`src/rtl/mos_pkg.sv`:
```
// Shared constants and types for the median-of-loaded-set block.
`default_nettype none

package mos_pkg;

  localparam int SET_DEPTH = 256;
  localparam int ADDR_W    = $clog2(SET_DEPTH);
  localparam int CNT_W     = $clog2(SET_DEPTH + 1);
  localparam int VAL_W     = 32;
  localparam int MED_W     = VAL_W + 1;
  localparam int SETC_W    = 9;
  localparam int DIG_W     = 4;
  localparam int NUM_BKT   = 1 << DIG_W;
  localparam int BKT_W     = DIG_W;
  localparam int SHAMT_W   = $clog2(VAL_W);

  // Flipping the sign bit maps signed order onto unsigned order.
  localparam logic [VAL_W-1:0] SIGN_FLIP = {1'b1, {(VAL_W-1){1'b0}}};
  localparam logic [VAL_W-1:0] BKT_MASK  = VAL_W'(NUM_BKT - 1);
  localparam logic [SHAMT_W-1:0] TOP_SHAMT = SHAMT_W'(VAL_W - DIG_W);

  typedef enum logic [1:0] {
    ST_LOAD,
    ST_RANK_A,
    ST_RANK_B,
    ST_FINISH
  } top_state_t;

  typedef enum logic [1:0] {
    SEL_IDLE,
    SEL_COUNT,
    SEL_SCAN
  } sel_state_t;

  typedef struct packed {
    logic              start;
    logic [ADDR_W-1:0] rank;
    logic [CNT_W-1:0]  count;
  } sel_req_t;

  typedef struct packed {
    logic             done;
    logic [VAL_W-1:0] value;
  } sel_rsp_t;

endpackage

`default_nettype wire

```
`src/rtl/mos_select.sv`:
```
// Radix-16 rank selector: finds the element of a given sorted rank in the store.
`default_nettype none

module mos_select (
  input  wire logic                        clk,
  input  wire logic                        rst_n,
  input  wire mos_pkg::sel_req_t           req,
  output mos_pkg::sel_rsp_t                rsp,
  output logic [mos_pkg::ADDR_W-1:0]       rd_addr,
  input  wire logic [mos_pkg::VAL_W-1:0]   rd_data
);

  mos_pkg::sel_state_t               state_r, state_nxt;
  logic                              done_r, done_nxt;
  logic                              rd_vld_r, rd_vld_nxt;
  logic [mos_pkg::CNT_W-1:0]         addr_r, addr_nxt;
  logic [mos_pkg::CNT_W-1:0]         n_r, n_nxt;
  logic [mos_pkg::CNT_W-1:0]         rank_r, rank_nxt;
  logic [mos_pkg::VAL_W-1:0]         prefix_r, prefix_nxt;
  logic [mos_pkg::VAL_W-1:0]         mask_r, mask_nxt;
  logic [mos_pkg::SHAMT_W-1:0]       shamt_r, shamt_nxt;
  logic [mos_pkg::BKT_W-1:0]         bkt_r, bkt_nxt;
  logic [mos_pkg::CNT_W-1:0]         hist_r   [mos_pkg::NUM_BKT];
  logic [mos_pkg::CNT_W-1:0]         hist_nxt [mos_pkg::NUM_BKT];

  logic [mos_pkg::VAL_W-1:0]         key;
  logic                              match;
  logic [mos_pkg::BKT_W-1:0]         dig;
  logic                              issue;

  assign key     = rd_data ^ mos_pkg::SIGN_FLIP;
  assign match   = ((key ^ prefix_r) & mask_r) == '0;
  assign dig     = mos_pkg::BKT_W'(key >> shamt_r);
  assign issue   = addr_r != n_r;
  assign rd_addr = addr_r[mos_pkg::ADDR_W-1:0];

  always_comb begin
    state_nxt  = state_r;
    done_nxt   = 1'b0;
    rd_vld_nxt = 1'b0;
    addr_nxt   = addr_r;
    n_nxt      = n_r;
    rank_nxt   = rank_r;
    prefix_nxt = prefix_r;
    mask_nxt   = mask_r;
    shamt_nxt  = shamt_r;
    bkt_nxt    = bkt_r;
    for (int i = 0; i < mos_pkg::NUM_BKT; i++) begin
      hist_nxt[i] = hist_r[i];
    end

    unique case (state_r)
      mos_pkg::SEL_IDLE: begin
        if (req.start) begin
          n_nxt      = req.count;
          rank_nxt   = mos_pkg::CNT_W'(req.rank);
          prefix_nxt = '0;
          mask_nxt   = '0;
          shamt_nxt  = mos_pkg::TOP_SHAMT;
          addr_nxt   = '0;
          bkt_nxt    = '0;
          for (int i = 0; i < mos_pkg::NUM_BKT; i++) begin
            hist_nxt[i] = '0;
          end
          state_nxt  = mos_pkg::SEL_COUNT;
        end
      end

      mos_pkg::SEL_COUNT: begin
        // reads stream out one per cycle; read data returns in the cycle after its address
        rd_vld_nxt = issue;
        addr_nxt   = addr_r + mos_pkg::CNT_W'(issue);
        if (rd_vld_r && match) begin
          hist_nxt[dig] = hist_r[dig] + 1'b1;
        end
        if (!issue && !rd_vld_r) begin
          state_nxt = mos_pkg::SEL_SCAN;
        end
      end

      mos_pkg::SEL_SCAN: begin
        // histogram rotates toward entry 0, so only entry 0 is examined
        if (rank_r < hist_r[0]) begin
          prefix_nxt = prefix_r | (mos_pkg::VAL_W'(bkt_r) << shamt_r);
          mask_nxt   = mask_r | (mos_pkg::BKT_MASK << shamt_r);
          bkt_nxt    = '0;
          addr_nxt   = '0;
          for (int i = 0; i < mos_pkg::NUM_BKT; i++) begin
            hist_nxt[i] = '0;
          end
          if (shamt_r == '0) begin
            done_nxt  = 1'b1;
            state_nxt = mos_pkg::SEL_IDLE;
          end else begin
            shamt_nxt = shamt_r - mos_pkg::SHAMT_W'(mos_pkg::DIG_W);
            state_nxt = mos_pkg::SEL_COUNT;
          end
        end else begin
          rank_nxt = rank_r - hist_r[0];
          bkt_nxt  = bkt_r + 1'b1;
          for (int i = 0; i < mos_pkg::NUM_BKT - 1; i++) begin
            hist_nxt[i] = hist_r[i+1];
          end
          hist_nxt[mos_pkg::NUM_BKT-1] = '0;
        end
      end

      default: begin
        state_nxt = mos_pkg::SEL_IDLE;
      end
    endcase
  end

  always_ff @(posedge clk) begin
    if (!rst_n) begin
      state_r  <= mos_pkg::SEL_IDLE;
      done_r   <= 1'b0;
      rd_vld_r <= 1'b0;
    end else begin
      state_r  <= state_nxt;
      done_r   <= done_nxt;
      rd_vld_r <= rd_vld_nxt;
    end
  end

  always_ff @(posedge clk) begin
    addr_r   <= addr_nxt;
    n_r      <= n_nxt;
    rank_r   <= rank_nxt;
    prefix_r <= prefix_nxt;
    mask_r   <= mask_nxt;
    shamt_r  <= shamt_nxt;
    bkt_r    <= bkt_nxt;
    for (int i = 0; i < mos_pkg::NUM_BKT; i++) begin
      hist_r[i] <= hist_nxt[i];
    end
  end

  assign rsp.done  = done_r;
  assign rsp.value = prefix_r ^ mos_pkg::SIGN_FLIP;

endmodule

`default_nettype wire

```
`config.mk`:
```
export PLATFORM = sky130hd
export DESIGN_NAME = mos_select
export DESIGN_NICKNAME = d
export VERILOG_FILES = /design/src/rtl/mos_pkg.sv /design/src/rtl/mos_select.sv
export SDC_FILE = /design/constraint.sdc
export NUM_CORES = 1
export LEC_CHECK = 0
export CAP_MARGIN = 20
export CORE_MARGIN = 3
export CORE_UTILIZATION = 45
export DETAILED_ROUTE_END_ITERATION = 7
export DONT_BUFFER_PORTS = 1
export SKIP_LAST_GASP = 1
export SYNTH_ARGS = -nofsm -noshare
export SYNTH_HDL_FRONTEND = slang
export SYNTH_SLANG_ARGS = --single-unit
```
`constraint.sdc`:
```
create_clock -name clk -period 14.3 [get_ports clk]
set_input_delay 2.86 -clock clk [delete_from_list [all_inputs] [get_ports clk]]
set_output_delay 2.86 -clock clk [all_outputs]
set_load 0.05 [all_outputs]
```
# After elaboration in Yosys (flattened, before gate mapping)
# Memory sizes are Yosys's and may differ from the RTL's.
# Index checks and enable logic that the tools add are counted.
# word_totals
latch_bits	0
output_inout_bits	41
elab_cells	87
memories	1
ram_bits	144
mem_bits_ro	0
regBits	104
# memory_table
memory	words	width	rd	rd_ports_with_merged_regs	write_ports	line	source
hist_r	16	9	17	0	16	mos_select.sv:23	logic [mos_pkg::CNT_W-1:0] hist_r [mos_pkg::NUM_BKT];
# op_classes
bitwise	7
shifts	3
muxes	31
addsub	5
n_lt_le_gt_ge	3
eq_ne	8
n_div	0
multipliers	0
reduce_logical	19
# ops
op	n
$mux 144	3
$pmux 144 s3	1
$bwmux 144	1
$pmux 32 s2	2
$mux 32	3
$or 32x32->32	2
$mux 9	5
$demux 9 s4	1
$and 32x32->32	1
$logic_not 32->1	1
$shl 4x5->32	1
$shl 4x5->32 const A	1
$shr 32x5->4	1
$xor 32x32->32	1
$pmux 9 s3	1
$pmux 9 s2	1
$mux 5	3
$reduce_and 3->1	5
$ne 2x2->1 const B	5
$pmux 5 s2	1
$add 9x1->9	1
$add 9x1->9 const B	1
$lt 9x9->1	1
$ne 9x9->1	1
other kinds (22)	32

# Longest topological paths before layout
# depth
ltp_word	10
ltp_mapped	21
mapped_depth_nobuf	12

# Worst setup path before layout
# OpenSTA, ideal clock, no wires.
# synth_timing
kind	input to register
start	in rd_data[26] (netlist name)
end	mem hist_r[0][0] (netlist name) (enable)
setup_slack_ns	-0.688
path_stages	6
t_required_ns	13.440
n_path_buf	0
t_arrival_ns	14.127
path_cell_list	xor2_1 > a22oi_1 > nand4_1 > nor3_1 > nand4_1 > a211oi_1
# synth_rtl
item	line	source
from (decl)	mos_select.sv:10	input wire logic [mos_pkg::VAL_W-1:0] rd_data
to (decl)	mos_select.sv:23	

==> qor.csv <==
metric,value,unit
worstPathArrival,6980,ps
cts_htree_levels,1,
timing.fmax,151,MHz
fin_setup_tns,0,ps
synth_compound_gate_area_share,20.6,%
yosysWarnings,0,
synth.mux.area_fraction,5.82,%
r2r_cells,12,
netlist.top_cell.by_area,edfxtp_1,
critPathMostFrequentCell,inv_1,
grt_setup_unrepaired,false,
global_route_wire_length_before_repair,67100,um
fp.dieW,188,um
grt_antenna_before_repair,0,
cts_hold_repair.buffers,0,
regArea,0.00735,mm^2
critPathKind,primary input to flop,
post_drt_via_cell_ratio,6.22,
coreArea,0.0327,mm^2
drc,0,
timing.critical_path.cells,inv_1 -> mux4_2 -> mux2_2 -> nor2_1 -> a32oi_1 -> nand2_1 -> ha_1 -> inv_1 -> or3b_1 -> or3_1 -> and3_1 -> nor3_1,
post_synth_adder_cell_area,1.97,%
final_setup_violation_count,0,
drt_antenna_net_count,0,
clkLatencyLatePin,560,ps
place_congestion,0.844,
netlist_instances,1491,
tritoncts_clock_tree,done,
io_pins,93,
timing.critical_path.to,hist_r[15][8],
yosys.area_share.simple,13.9,%
number_of_drc_violations_after_detailed_routing_iteration_0,1259,
grt_start_max_net_pins,107,
fin_crit_sh,46.2,%
synthesis.area_per_instance,10.0,um^2
grt_use_total,23.8,%
r2r_slack,8920,ps
grt_overflow,0,
cp-end-kind,flop,
synth.ff_latch_count,246,
power_density,251,mW/mm^2
critPathMaxStageDelay,610,ps
area_of_combinational_cells_with_multiple_inputs,0.00690,mm^2
netlist_area,0.0150,mm^2
final_layout_size_suffix_gt1_share,8.77,%
placedInstanceArea,0.0151,mm^2
rows,66,
effective_utilization_at_floorplan,45.8,%
finalHoldViolCount,0,
synth-edff-count,242,
post-place-cells,1823,
drt_pre_antenna_iters,6,
cts_repair_resize_count,0,
design.final.nets,1488,
cts_num_sinks,246,
syn-num-nets,1566,
critical_path_cell_count,12,
yosys.area.top_type_share,48.5,%
filler_cell_count,3007,
setup.worst_path.start_class,primary input,
synth_cell_types,55,
max-clock-path-buffers,3,
area.growth.synth_to_final,7.22,%
io_port_bufs,0,
clock-root-buffer,clkbuf_16,
routedWlPerCell,23.0,um
cts_inserted_buffers,29,
number_of_antenna_diodes,0,
xor_xnor_portion_of_the_synthesized_cell_area,3.33,%
cellLeakagePower,5.86,nW
drt_wl_total,43200,um
final_period_minus_worst_setup_slack,6600,ps
postLayoutCellArea,0.0161,mm^2
post_cts_buffers,0,
route.vias.total,11700,
ys_top_cells_by_area,"edfxtp_1 49%, nand2_1 5.1%, o21ai_0 5.0%",
cp_top_family,simple AND/OR/NAND/NOR gates,
r2r-end,hist_r[15][8],
finish.cell_count_without_fillers,1878,
critPathMaxFanout,31,
main_combinational_cell_family_by_area_after_synthesis,compound AO/OA/AOI/OAI gates,
r2r_start,shamt_r[2],
maxCapViolations,0,
worst-endpoint-required,14680,ps
dpl.hpwl,28300,um
post_cts_clock_slew_at_the_launch_and_capture_registers_of_the_worst_setup_and_hold_paths,60,ps
vdd_ir_drop_max,148,uV
outcome,finished clean,
slew-limit-headroom,24.8,%
synth_ff_type,edfxtp_1,
final-max-slew-violation-count,0,
finClkSkew,18.3,ps
dieHeight,188,um
timing.critical_path.buf_inv,2,
timing_worst_slew_pin_value,1120,ps
die_area,0.0355,mm^2
holdCritPathClass,flop to flop,
ys_seq_area_share,49.0,%
number_of_global_route_vias_before_repair,11000,
worst_setup_path_startpoint,rd_data[31],
critical-path-slowest-cell,or3_1,
synth-async-reset-ratio,0,%
worst min path at each step:
| stage | start | to | slack, ps | depth (start not counted) |
|---|---|---|---|---|
| floorplan | state_r[1] | state_r[1] | 500 | 2 |
| global placement | state_r[1] | state_r[1] | 520 | 2 |
| detailed placement | state_r[1] | state_r[1] | 530 | 2 |
| CTS | state_r[1] | state_r[1] | 540 | 2 |
| global route | mask_r[24] | mask_r[24] | 580 | 1 |
| finish | state_r[1] | state_r[1] | 530 | 2 |
cell usage after synthesis (6+ instances only):
| library cell | n |
|---|---|
| a2111oi_0 | 8 |
| inv_1 | 22 |
| a211oi_1 | 6 |
| o21ai_1 | 7 |
| a21o_1 | 36 |
| xor2_1 | 44 |
| nand2_1 | 202 |
| mux2i_1 | 41 |
| a21boi_0 | 12 |
| clkbuf_1 | 77 |
| a31oi_1 | 33 |
| o21a_1 | 65 |
| mux2_2 | 31 |
| a32oi_1 | 36 |
| nor2_1 | 109 |
| nor2b_1 | 41 |
| a21oi_1 | 26 |
| edfxtp_1 | 242 |
| and2_1 | 20 |
| buf_2 | 13 |
| nor3_1 | 10 |
| buf_4 | 40 |
| xnor2_1 | 13 |
| o211ai_1 | 8 |
| nand4_1 | 14 |
| o21ai_0 | 151 |
| a22oi_1 | 54 |
| and3_1 | 10 |
| nand3_1 | 35 |
| ha_1 | 22 |
cells by family after synthesis:
group | after synthesis
XOR/XNOR | 57
AO/OA/AOI/OAI | 466
AND/OR/NAND/NOR | 461
adder cells (fa/ha/maj) | 23
multiplexers | 77
flip-flops | 246
buffers and inverters | 161
metal layers:
metal	vias to the layer above	global-route usage (%)	routed length, um
met5	-	0	0
met2	524	35.2	19000
li1	5372	-	-
met1	5715	35.4	19400
met4	0	7.05	1280
met3	78	4.54	3580
where the power goes:
group | switching [mW] | internal [mW]
Sequential | 0.495 | 1.30
Clock | 0.313 | 0.444
Combinational | 0.987 | 0.488
per-stage QoR:
stage / util, % / total power, mW / setup slack, ps / hold slack [ps]
6_report: 49.1 / 4.03 / 7700 / 533
5_1_grt: 49.1 / 4.26 / 7460 / 583
4_1_cts: 49.1 / 4.03 / 7420 / 535
3_5_place_dp: 46.2 / 3.26 / 6840 / 527
3_3_place_gp: 46.2 / 3.25 / 6950 / 522
2_1_floorplan: - / 2.86 / 4310 / 499
cell usage in the layout, fill, tap and decap left out, drive strengths merged, types with 20 or more instances in the layout:
cell type and count:
a32oi 36, a22oi 54, nand2 202, mux2 31, clkbuf 32, nor2 110
inv 23, nand3 35, o21ai 158, mux2i 41, a21oi 26, o21a 65
edfxtp 242, ha 22, nor2b 41, xor2 44, a21o 36, and2 20
a31oi 33, buf 30
final cells by class:
cell class	count	share of cell area [%]
inverter	22	0.514
multi-input combinational	1084	42.9
clock inverter	22	1.39
sequential	246	45.7
tap	442	3.44
timing repair buffer	30	1.40
clock buffer	32	4.59
worst register-to-register path, stage by stage, from the launching register on:
cell      delay, ps
edfxtp_1        800
nand2b_1        470
o22a_1          590
nand2_1         640
nand3_1         240
a32oi_1         120
nand2_1         480
ha_1            360
inv_1            90
or3b_1          390
or3_1           610
and3_1          300
nor3_1          120
flip-flops by register name, summed over array words and instances (netlist names):
signal    flops
n_r           9
done_r        1
bkt_r         4
rd_vld_r      1
mask_r       32
state_r       2
hist_r      144
addr_r        9
rank_r        9
shamt_r       3
prefix_r     32
(Power assumes the default switching activity.)
